`src/apu_pkg.sv`:
```
// ----------------------------------------------------------------------------
// apu_pkg - shared types and round logic for the Ascon permutation unit
// Holds the state types, the mode codes, the command and status bundles
// between controller and datapath, and the single-round function.
// ----------------------------------------------------------------------------
package apu_pkg;

	typedef logic [63:0]       word_t;
	typedef logic [4:0][63:0]  perm_state_t;
	typedef logic [3:0]        round_idx_t;

	// round count selection
	typedef enum logic [1:0] {
		MODE_P12  = 2'd0,
		MODE_P8   = 2'd1,
		MODE_P6   = 2'd2,
		MODE_PASS = 2'd3
	} mode_t;

	localparam int unsigned ROUNDS_MAX = 12;
	localparam round_idx_t  FIRST_P12  = round_idx_t'(ROUNDS_MAX - 12);
	localparam round_idx_t  FIRST_P8   = round_idx_t'(ROUNDS_MAX - 8);
	localparam round_idx_t  FIRST_P6   = round_idx_t'(ROUNDS_MAX - 6);
	localparam round_idx_t  LAST_ROUND = round_idx_t'(ROUNDS_MAX - 1);

	// controller -> datapath
	typedef struct packed {
		logic load;   // capture input transfer
		logic step;   // apply one round
		logic emit;   // move finished state to output register
	} apu_cmd_t;

	// datapath -> controller
	typedef struct packed {
		logic pass;        // input mode applies no rounds
		logic last_round;  // current round is the final one
	} apu_status_t;

	function automatic word_t rotr(word_t x, int unsigned n);
		return (x >> n) | (x << (64 - n));
	endfunction

	// One Ascon round: constant addition, substitution layer, linear layer
	function automatic perm_state_t ascon_round(perm_state_t s, round_idx_t idx);
		word_t       a0, a1, a2, a3, a4;
		word_t       b0, b1, b2, b3, b4;
		perm_state_t r;
		a0 = s[0];
		a1 = s[1];
		a2 = s[2] ^ {56'd0, ~idx, idx};
		a3 = s[3];
		a4 = s[4];

		a0 = a0 ^ a4;
		a4 = a4 ^ a3;
		a2 = a2 ^ a1;

		b0 = a0 ^ (~a1 & a2);
		b1 = a1 ^ (~a2 & a3);
		b2 = a2 ^ (~a3 & a4);
		b3 = a3 ^ (~a4 & a0);
		b4 = a4 ^ (~a0 & a1);

		b1 = b1 ^ b0;
		b0 = b0 ^ b4;
		b3 = b3 ^ b2;
		b2 = ~b2;

		r[0] = b0 ^ rotr(b0, 19) ^ rotr(b0, 28);
		r[1] = b1 ^ rotr(b1, 61) ^ rotr(b1, 39);
		r[2] = b2 ^ rotr(b2, 1)  ^ rotr(b2, 6);
		r[3] = b3 ^ rotr(b3, 10) ^ rotr(b3, 17);
		r[4] = b4 ^ rotr(b4, 7)  ^ rotr(b4, 41);
		return r;
	endfunction

endpackage

```
`src/apu_if.sv`:
```
// ----------------------------------------------------------------------------
// apu_if - valid/ready channels of the Ascon permutation unit
// Input channel carries the mode and the state before permutation, output
// channel the state after permutation.
// ----------------------------------------------------------------------------
interface apu_in_if;
	logic        valid;
	logic        ready;
	logic [1:0]  mode;
	logic [63:0] in_word0;
	logic [63:0] in_word1;
	logic [63:0] in_word2;
	logic [63:0] in_word3;
	logic [63:0] in_word4;

	modport source (output valid, output mode, output in_word0, output in_word1,
		output in_word2, output in_word3, output in_word4, input ready);
	modport sink (input valid, input mode, input in_word0, input in_word1,
		input in_word2, input in_word3, input in_word4, output ready);
endinterface

interface apu_out_if;
	logic        valid;
	logic        ready;
	logic [63:0] out_word0;
	logic [63:0] out_word1;
	logic [63:0] out_word2;
	logic [63:0] out_word3;
	logic [63:0] out_word4;

	modport source (output valid, output out_word0, output out_word1,
		output out_word2, output out_word3, output out_word4, input ready);
	modport sink (input valid, input out_word0, input out_word1,
		input out_word2, input out_word3, input out_word4, output ready);
endinterface

```
`src/ascon_permutation_unit.sv`:
```
// ----------------------------------------------------------------------------
// ascon_permutation_unit - Ascon p12 / p8 / p6 permutation
// Permutes a 320-bit state by 12, 8 or 6 rounds, or passes it through.
//
//   channel  | direction | payload
//   ---------+-----------+------------------------------------------
//   in_ch    | sink      | mode, in_word0 .. in_word4
//   out_ch   | source    | out_word0 .. out_word4
//
// One round per cycle in a shared round unit: an item is loaded, stepped
// through its rounds (none for pass) and moved to the output register.
// One item is in work at a time; the next input transfer is taken as soon
// as the result is in the output register, which may still await its
// output transfer. A stalled output holds the block in its drain state.
// Reset clears the controller and the output valid; no clearing pass.
// ----------------------------------------------------------------------------
module ascon_permutation_unit import apu_pkg::*; (
	input  logic clk,
	input  logic arst_n,
	apu_in_if.sink    in_ch,
	apu_out_if.source out_ch
);

	apu_cmd_t    cmd;
	apu_status_t status;
	perm_state_t in_state;
	perm_state_t out_state;

	assign in_state = {in_ch.in_word4, in_ch.in_word3, in_ch.in_word2,
		in_ch.in_word1, in_ch.in_word0};

	apu_ctrl u_ctrl (
		.clk       (clk),
		.arst_n    (arst_n),
		.in_valid  (in_ch.valid),
		.in_ready  (in_ch.ready),
		.out_valid (out_ch.valid),
		.out_ready (out_ch.ready),
		.status    (status),
		.cmd       (cmd)
	);

	apu_datapath u_datapath (
		.clk       (clk),
		.mode      (in_ch.mode),
		.in_state  (in_state),
		.cmd       (cmd),
		.status    (status),
		.out_state (out_state)
	);

	assign out_ch.out_word0 = out_state[0];
	assign out_ch.out_word1 = out_state[1];
	assign out_ch.out_word2 = out_state[2];
	assign out_ch.out_word3 = out_state[3];
	assign out_ch.out_word4 = out_state[4];

endmodule

```
`src/apu_ctrl.sv`:
```
// ----------------------------------------------------------------------------
// apu_ctrl - sequencing controller of the Ascon permutation unit
// Runs the one-hot state machine that takes a transfer, steps the rounds
// and hands the result to the output register.
// ----------------------------------------------------------------------------
module apu_ctrl import apu_pkg::*; (
	input  logic        clk,
	input  logic        arst_n,
	input  logic        in_valid,
	output logic        in_ready,
	output logic        out_valid,
	input  logic        out_ready,
	input  apu_status_t status,
	output apu_cmd_t    cmd
);

	typedef enum logic [2:0] {
		ST_IDLE  = 3'b001,
		ST_RUN   = 3'b010,
		ST_DRAIN = 3'b100
	} ctrl_state_t;

	ctrl_state_t state_q, state_d;
	logic        out_valid_q;
	logic        in_fire;
	logic        out_free;

	assign in_ready  = (state_q == ST_IDLE);
	assign in_fire   = in_valid && in_ready;
	assign out_free  = !out_valid_q || out_ready;
	assign out_valid = out_valid_q;

	// datapath commands
	always_comb begin
		cmd.load = in_fire;
		cmd.step = (state_q == ST_RUN);
		cmd.emit = (state_q == ST_DRAIN) && out_free;
	end

	// next state
	always_comb begin
		state_d = state_q;
		unique case (state_q)
			ST_IDLE: begin
				if (in_fire) begin
					state_d = status.pass ? ST_DRAIN : ST_RUN;
				end
			end
			ST_RUN: begin
				if (status.last_round) begin
					state_d = ST_DRAIN;
				end
			end
			ST_DRAIN: begin
				if (out_free) begin
					state_d = ST_IDLE;
				end
			end
			default: begin
				state_d = ST_IDLE;
			end
		endcase
	end

	always_ff @(posedge clk or negedge arst_n) begin
		if (!arst_n) begin
			state_q     <= ST_IDLE;
			out_valid_q <= 1'b0;
		end else begin
			state_q <= state_d;
			// result held until the output transfer completes
			if (cmd.emit) begin
				out_valid_q <= 1'b1;
			end else if (out_ready) begin
				out_valid_q <= 1'b0;
			end
		end
	end

endmodule

```
`src/apu_datapath.sv`:
```
// ----------------------------------------------------------------------------
// apu_datapath - state register, round logic and output register
// One Ascon round per step command; round index counts up to the last
// round of the schedule.
// ----------------------------------------------------------------------------
module apu_datapath import apu_pkg::*; (
	input  logic        clk,
	input  logic [1:0]  mode,
	input  perm_state_t in_state,
	input  apu_cmd_t    cmd,
	output apu_status_t status,
	output perm_state_t out_state
);

	perm_state_t work_q;
	perm_state_t out_q;
	round_idx_t  round_q;
	round_idx_t  first_round;
	mode_t       mode_sel;

	assign mode_sel = mode_t'(mode);

	// first round of the schedule for each mode
	always_comb begin
		unique case (mode_sel)
			MODE_P12: first_round = FIRST_P12;
			MODE_P8:  first_round = FIRST_P8;
			MODE_P6:  first_round = FIRST_P6;
			default:  first_round = LAST_ROUND;
		endcase
	end

	always_comb begin
		status.pass       = (mode_sel == MODE_PASS);
		status.last_round = (round_q == LAST_ROUND);
	end

	// working state, round index and output register
	always_ff @(posedge clk) begin
		if (cmd.load) begin
			work_q  <= in_state;
			round_q <= first_round;
		end else if (cmd.step) begin
			work_q  <= ascon_round(work_q, round_q);
			round_q <= round_q + round_idx_t'(1);
		end
		if (cmd.emit) begin
			out_q <= work_q;
		end
	end

	assign out_state = out_q;

endmodule

```
`src/flat_wrapper.sv`:
```
// flat-port wrapper written by rule: the top's interface ports become plain ports
module ascon_permutation_unit_flat import apu_pkg::*;
  (clk, arst_n, in_ch_valid, in_ch_mode, in_ch_in_word0, in_ch_in_word1, in_ch_in_word2, in_ch_in_word3, in_ch_in_word4, in_ch_ready, out_ch_valid, out_ch_out_word0, out_ch_out_word1, out_ch_out_word2, out_ch_out_word3, out_ch_out_word4, out_ch_ready);
  apu_in_if in_ch_i ();
  apu_out_if out_ch_i ();
  input  logic clk;
  input  logic arst_n;
  input wire logic [$bits(in_ch_i.valid)-1:0] in_ch_valid;
  input wire logic [$bits(in_ch_i.mode)-1:0] in_ch_mode;
  input wire logic [$bits(in_ch_i.in_word0)-1:0] in_ch_in_word0;
  input wire logic [$bits(in_ch_i.in_word1)-1:0] in_ch_in_word1;
  input wire logic [$bits(in_ch_i.in_word2)-1:0] in_ch_in_word2;
  input wire logic [$bits(in_ch_i.in_word3)-1:0] in_ch_in_word3;
  input wire logic [$bits(in_ch_i.in_word4)-1:0] in_ch_in_word4;
  output wire logic [$bits(in_ch_i.ready)-1:0] in_ch_ready;
  output wire logic [$bits(out_ch_i.valid)-1:0] out_ch_valid;
  output wire logic [$bits(out_ch_i.out_word0)-1:0] out_ch_out_word0;
  output wire logic [$bits(out_ch_i.out_word1)-1:0] out_ch_out_word1;
  output wire logic [$bits(out_ch_i.out_word2)-1:0] out_ch_out_word2;
  output wire logic [$bits(out_ch_i.out_word3)-1:0] out_ch_out_word3;
  output wire logic [$bits(out_ch_i.out_word4)-1:0] out_ch_out_word4;
  input wire logic [$bits(out_ch_i.ready)-1:0] out_ch_ready;
  assign in_ch_i.valid = in_ch_valid;
  assign in_ch_i.mode = in_ch_mode;
  assign in_ch_i.in_word0 = in_ch_in_word0;
  assign in_ch_i.in_word1 = in_ch_in_word1;
  assign in_ch_i.in_word2 = in_ch_in_word2;
  assign in_ch_i.in_word3 = in_ch_in_word3;
  assign in_ch_i.in_word4 = in_ch_in_word4;
  assign in_ch_ready = in_ch_i.ready;
  assign out_ch_valid = out_ch_i.valid;
  assign out_ch_out_word0 = out_ch_i.out_word0;
  assign out_ch_out_word1 = out_ch_i.out_word1;
  assign out_ch_out_word2 = out_ch_i.out_word2;
  assign out_ch_out_word3 = out_ch_i.out_word3;
  assign out_ch_out_word4 = out_ch_i.out_word4;
  assign out_ch_i.ready = out_ch_ready;
  ascon_permutation_unit u_core (.clk(clk), .arst_n(arst_n), .in_ch(in_ch_i), .out_ch(out_ch_i));
endmodule
```
`config.mk`:
```
export PLATFORM = sky130hd
export DESIGN_NAME = ascon_permutation_unit_flat
export DESIGN_NICKNAME = d
export VERILOG_FILES = /design/src/apu_pkg.sv /design/src/apu_if.sv /design/src/ascon_permutation_unit.sv /design/src/apu_ctrl.sv /design/src/apu_datapath.sv /design/src/flat_wrapper.sv
export SDC_FILE = /design/constraint.sdc
export NUM_CORES = 1
export LEC_CHECK = 0
export BUFFER_PORTS_ARGS = -buffer_cell sky130_fd_sc_hd__clkbuf_2
export CAP_MARGIN = 40
export CELL_PAD_IN_SITES_DETAIL_PLACEMENT = 2
export CELL_PAD_IN_SITES_GLOBAL_PLACEMENT = 2
export CORE_MARGIN = 1
export CORE_UTILIZATION = 35
export DETAILED_ROUTE_END_ITERATION = 8
export GPL_ROUTABILITY_DRIVEN = 0
export PLACE_DENSITY_LB_ADDON = 0.1
export SYNTH_ARGS = -nofsm -noshare
export SYNTH_HDL_FRONTEND = slang
export SYNTH_SLANG_ARGS = --single-unit
```
`constraint.sdc`:
```
create_clock -name clk -period 23.2 [get_ports clk]
set_input_delay 3.48 -clock clk [delete_from_list [all_inputs] [get_ports clk]]
set_output_delay 3.48 -clock clk [all_outputs]
set_load 0.02 [all_outputs]
```
[Yosys cells after proc, flatten, opt, wreduce, memory -nomap -nowiden]
Index checks and enable logic that the tools add are counted.
Word-level totals
  input port bits: 326
  word-level logic and storage cells: 88
  output and inout bits: 322
  register bits: 648
Cells by class
  eq/ne operators: 10
  muxes and demuxes: 12
  bitwise gates (word level): 44
  reduce and logical (&&, ||, !) cells: 8
  $add $sub $neg: 1
Operators with widths (number)
  $xor 64x64->64: 21
  $mux 320: 2
  $not 64->64: 6
  $and 64x64->64: 5
  $or 23x64->64: 1
  $or 25x64->64: 1
  $or 3x64->64: 1
  $or 36x64->64: 1
  $or 45x64->64: 1
  $or 47x64->64: 1
  $or 54x64->64: 1
  $or 57x64->64: 1
  $or 58x64->64: 1
  $or 63x64->64: 1
  $xor 64x8->64: 1
  $mux 3: 4
  $pmux 4 s3: 1
  $pmux 3 s3: 1
  $mux 4: 2
  $add 4x1->4 const B: 1
  $eq 2x2->1 const B: 2
  $eq 4x4->1 const B: 1
  $ne 2x2->1 const B: 2
  $not 4->4: 1
  12 further kinds: 15

[Logic depth before layout (Yosys ltp)]
  depth in word-level cells: 12
  gate-level depth with buffers: 8
  gate-level depth less buffers: 6

[Hierarchy]
From an unflattened synthesis, not the netlist that was laid out.
Second synthesis, totals
  cell total of the unflattened synthesis: 2816
  area total of the unflattened synthesis: 39235.1 sq um
Modules (own cells, without submodules)
  apu_datapath: cells an instance 2793, instances 1, seq. area each 19338.5 sq um, area an instance 39006.2 sq um
  apu_ctrl: cells an instance 23, instances 1, seq. area each 101.3 sq um, area an instance 229.0 sq um

[Least setup slack after synthesis]
OpenSTA, ideal clock, no wires.
  path type: input to register
  from: input in_ch_valid
  to: register u_core.u_datapath.round_q[0] (enable)
  path buffers: 0
  required time: 22080 ps
  arrival: 19015 ps
  setup time: 1120 ps
  path slack: 3065 ps
  stages on the path: 2
  cell sequence: nand3_1 -> a21oi_1
On the way
  word-level cells in the longest chain between the ends: 2
RTL lines
  from (decl): line flat_wrapper.sv:8  | input wire logic [$bits(in_ch_i.valid)-1:0] in_ch_valid;
  $logic_and 1x1->1: line apu_ctrl.sv:29  | assign in_fire = in_valid && in_ready;
  $reduce_bool 2->1 (no source line)
  to (signal assigned): line apu_datapath.sv:42  | round_q <= first_round;
  to (signal assigned): line apu_datapath.sv:45  | round_q <= round_q + round_idx_t'(1);
  to (decl): line apu_datapath.sv:17  | round_idx_t round_q;
No other way between the ends.
A chain may end at the register's enable or synchronous reset.

==> impl_metrics.ini <==
[run_status]
run_status = finished, final reports clean

[timing]
rsz0062_at_grt = no
slew_viol_final = 0
finalSetupViolCount = 0
finalCriticalPeriod_ns = 6.323
slew_headroom_pct = 15.65
clock.fmax_mhz = 158.1
worst_pin_slew_ns = 1.265
setup_tns_ns = 0
finClkSkew_ns = 0.04005
fin_crit_sh_pct = 27.26
hold_viol = 0

[synth]
synth_top_cells_by_count = edfxtp_1 (644), xnor2_1 (354), nand2_1 (303), xnor3_1 (244), nor2_1 (185)
ys_ff_latch = 648
synth_area_um2 = 39620
post-synth-top-count-cell = edfxtp_1
ys_types = 33
synth_area_leader_cell = edfxtp_1
syn_nets = 3357
synth_edf_count = 644
synthArstFlopShare_pct = 0.6173
synth.top_cell.area_share_pct = 48.81
synth_area_leaders = edfxtp_1 (49%), xnor3_1 (14%), xnor2_1 (7.8%)
ys_seq_area_share_pct = 49.06
postSynthAreaPerCell_um2 = 13.67
synthFlopType = edfxtp_1
syn_inst = 2899
yosysWarnings = 0

[floorplan]
ioPinCount = 648
die_area_um2 = 114600
die_h_um = 338.5
initial_utilization_pct = 35.27
die_w_um = 338.5
core_area_um2 = 112300
rows = 123

[route]
wl_per_cell_um = 35.20
vias = 27676
drtIter0Drc = 2829
wirelength_um = 183000
drc = 0
dr.pass1.iters = 5
post_drt_via_cell_ratio = 5.323
ant_nets = 0

[critical_path]
reg2reg_depth = 5
worstSetupPathType = in2reg
startpoint_type = input pin
critPathMostFrequentCell = buf_4
slowest_delay_ns = 0.82
cp_max_fo = 74
r2r_start = u_core.u_ctrl.state_q[2]$_DFFE_PN0P_
cp_slowest_cell = buf_4
cp.required_ns = 23.48
cp.arrival_ns = 6.60
r2r-end = u_core.u_datapath.out_state[230]$_DFFE_PP_
end_kind = flop
regToRegSetupSlack_ns = 19.09
cp_cell_sequence = clkbuf_2 -> nor2b_1 -> nor2_4 -> buf_4 -> buf_4 -> buf_4

[clock_network]
htree_levels = 3
root_buffer = clkbuf_16
numCtsBuffers = 80
cts_tree = built
clk_path_buf_depth = 3
insertion_delay_ns = 0.69
post_cts_resized = 0
post_cts.repair.setup_buffers = 0
holdBufCountCts = 0
clkSinkCount = 648
clk_pin_slew_worst_paths_ns = 0.06

[worst_hold_path]
hp-class = reg2reg
hp-start = u_core.u_datapath.work_q[133]$_DFFE_PP_
holdPathStages = 0
whs_endpoint = u_core.u_datapath.out_state[133]$_DFFE_PP_

[placement]
io_buffers = 647
dp_hpwl_um = 150800

[final_layout]
finalNetCount = 4094
drive_gt1_share_pct = 29.76
area_delta_synth_final_pct = 20.65
fill_cells = 11305

[global_routing]
grt_max_degree = 199
antenna_found_initial = 12
grt_overflow = 0
groute.usage.overall_pct = 31.59
grt_pass1_vias = 29474
grt_pass1_wl_um = 246400

[job]
drv_cap = 0
## sequential cells by signal (all words and copies together) (netlist names)
name / count
u_core.u_ctrl.out_valid: 1
u_core.u_datapath.out_state: 320
u_core.u_datapath.work_q: 320
u_core.u_datapath.round_q: 4
u_core.u_ctrl.state_q: 3
## metrics by stage
step	util, %	area [um^2]	hold WS [ns]	instances	setup WS, ns
2_1_floorplan	-	39620	0.4473	2899	3.065
3_3_place_gp	39.78	44690	0.4752	4998	16.48
3_5_place_dp	40.19	45150	0.4878	5054	16.17
4_1_cts	42.54	47790	0.4917	5196	16.87
5_1_grt	42.54	47790	0.4971	5196	16.60
6_report	42.55	47800	0.4914	5199	16.88
## kinds of logic after synthesis
group / after synthesis / share of synthesized area (%)
simple gates: 500 / 4.809
compound gates: 369 / 4.667
fa+ha+maj: 195 / 5.877
xor+xnor: 897 / 32.26
buf+inv: 263 / 2.564
mux: 27 / 0.7547
flops: 648 / 49.06
## critical path: cells and delay by family
family | cells | cell delay (ns)
buffers and inverters | 4 | 2.23
AND/OR/NAND/NOR | 2 | 0.72
## cell type report
class | instances | area, um^2 | share of cell area (%)
flip-flops and latches | 648 | 19440 | 40.67
clock inverters | 42 | 462.9 | 0.9685
diodes | 3 | 7.507 | 0.01570
clock buffers | 100 | 2183 | 4.567
inverters | 194 | 728.2 | 1.523
multi-input cells | 1988 | 19200 | 40.16
repair buffers | 724 | 3906 | 8.172
well taps | 1500 | 1877 | 3.926
## worst max path at each step
stage	start	endpoint	slack [ns]
after floorplan	in_ch_valid	u_core.u_datapath.round_q[0]$_DFFE_PP_	3.07
after global routing	out_ch_ready	u_core.u_datapath.out_state[168]$_DFFE_PP_	16.60
after detailed placement	out_ch_ready	u_core.u_datapath.out_state[230]$_DFFE_PP_	16.17
after CTS	out_ch_ready	u_core.u_datapath.out_state[230]$_DFFE_PP_	16.87
after global placement	out_ch_ready	u_core.u_datapath.out_state[165]$_DFFE_PP_	16.48
final	out_ch_ready	u_core.u_datapath.out_state[230]$_DFFE_PP_	16.88
## layer usage
| metal | vias to the layer above | global-route usage [%] | routed length (um) |
|---|---|---|---|
| met4 | 6 | 13.16 | 8213 |
| li1 | 11540 | - | - |
| met2 | 1400 | 52.69 | 87930 |
| met3 | 284 | 6.045 | 14960 |
| met1 | 14446 | 40.14 | 71860 |
| met5 | - | 0 | 38 |
## layout by cell type (no fill, tap or decap), types with 136 or more instances in the layout
cell,n
a21oi_1,168
xnor3_1,244
xnor2_1,354
o21ai_1,136
xnor2_2,162
nand2_1,302
edfxtp_1,644
nor2_1,184
clkbuf_2,647
inv_1,171
Power is left out: the tool's default activity adds up to more than one toggle a clock period on the data nets, which glitch-free logic cannot reach.
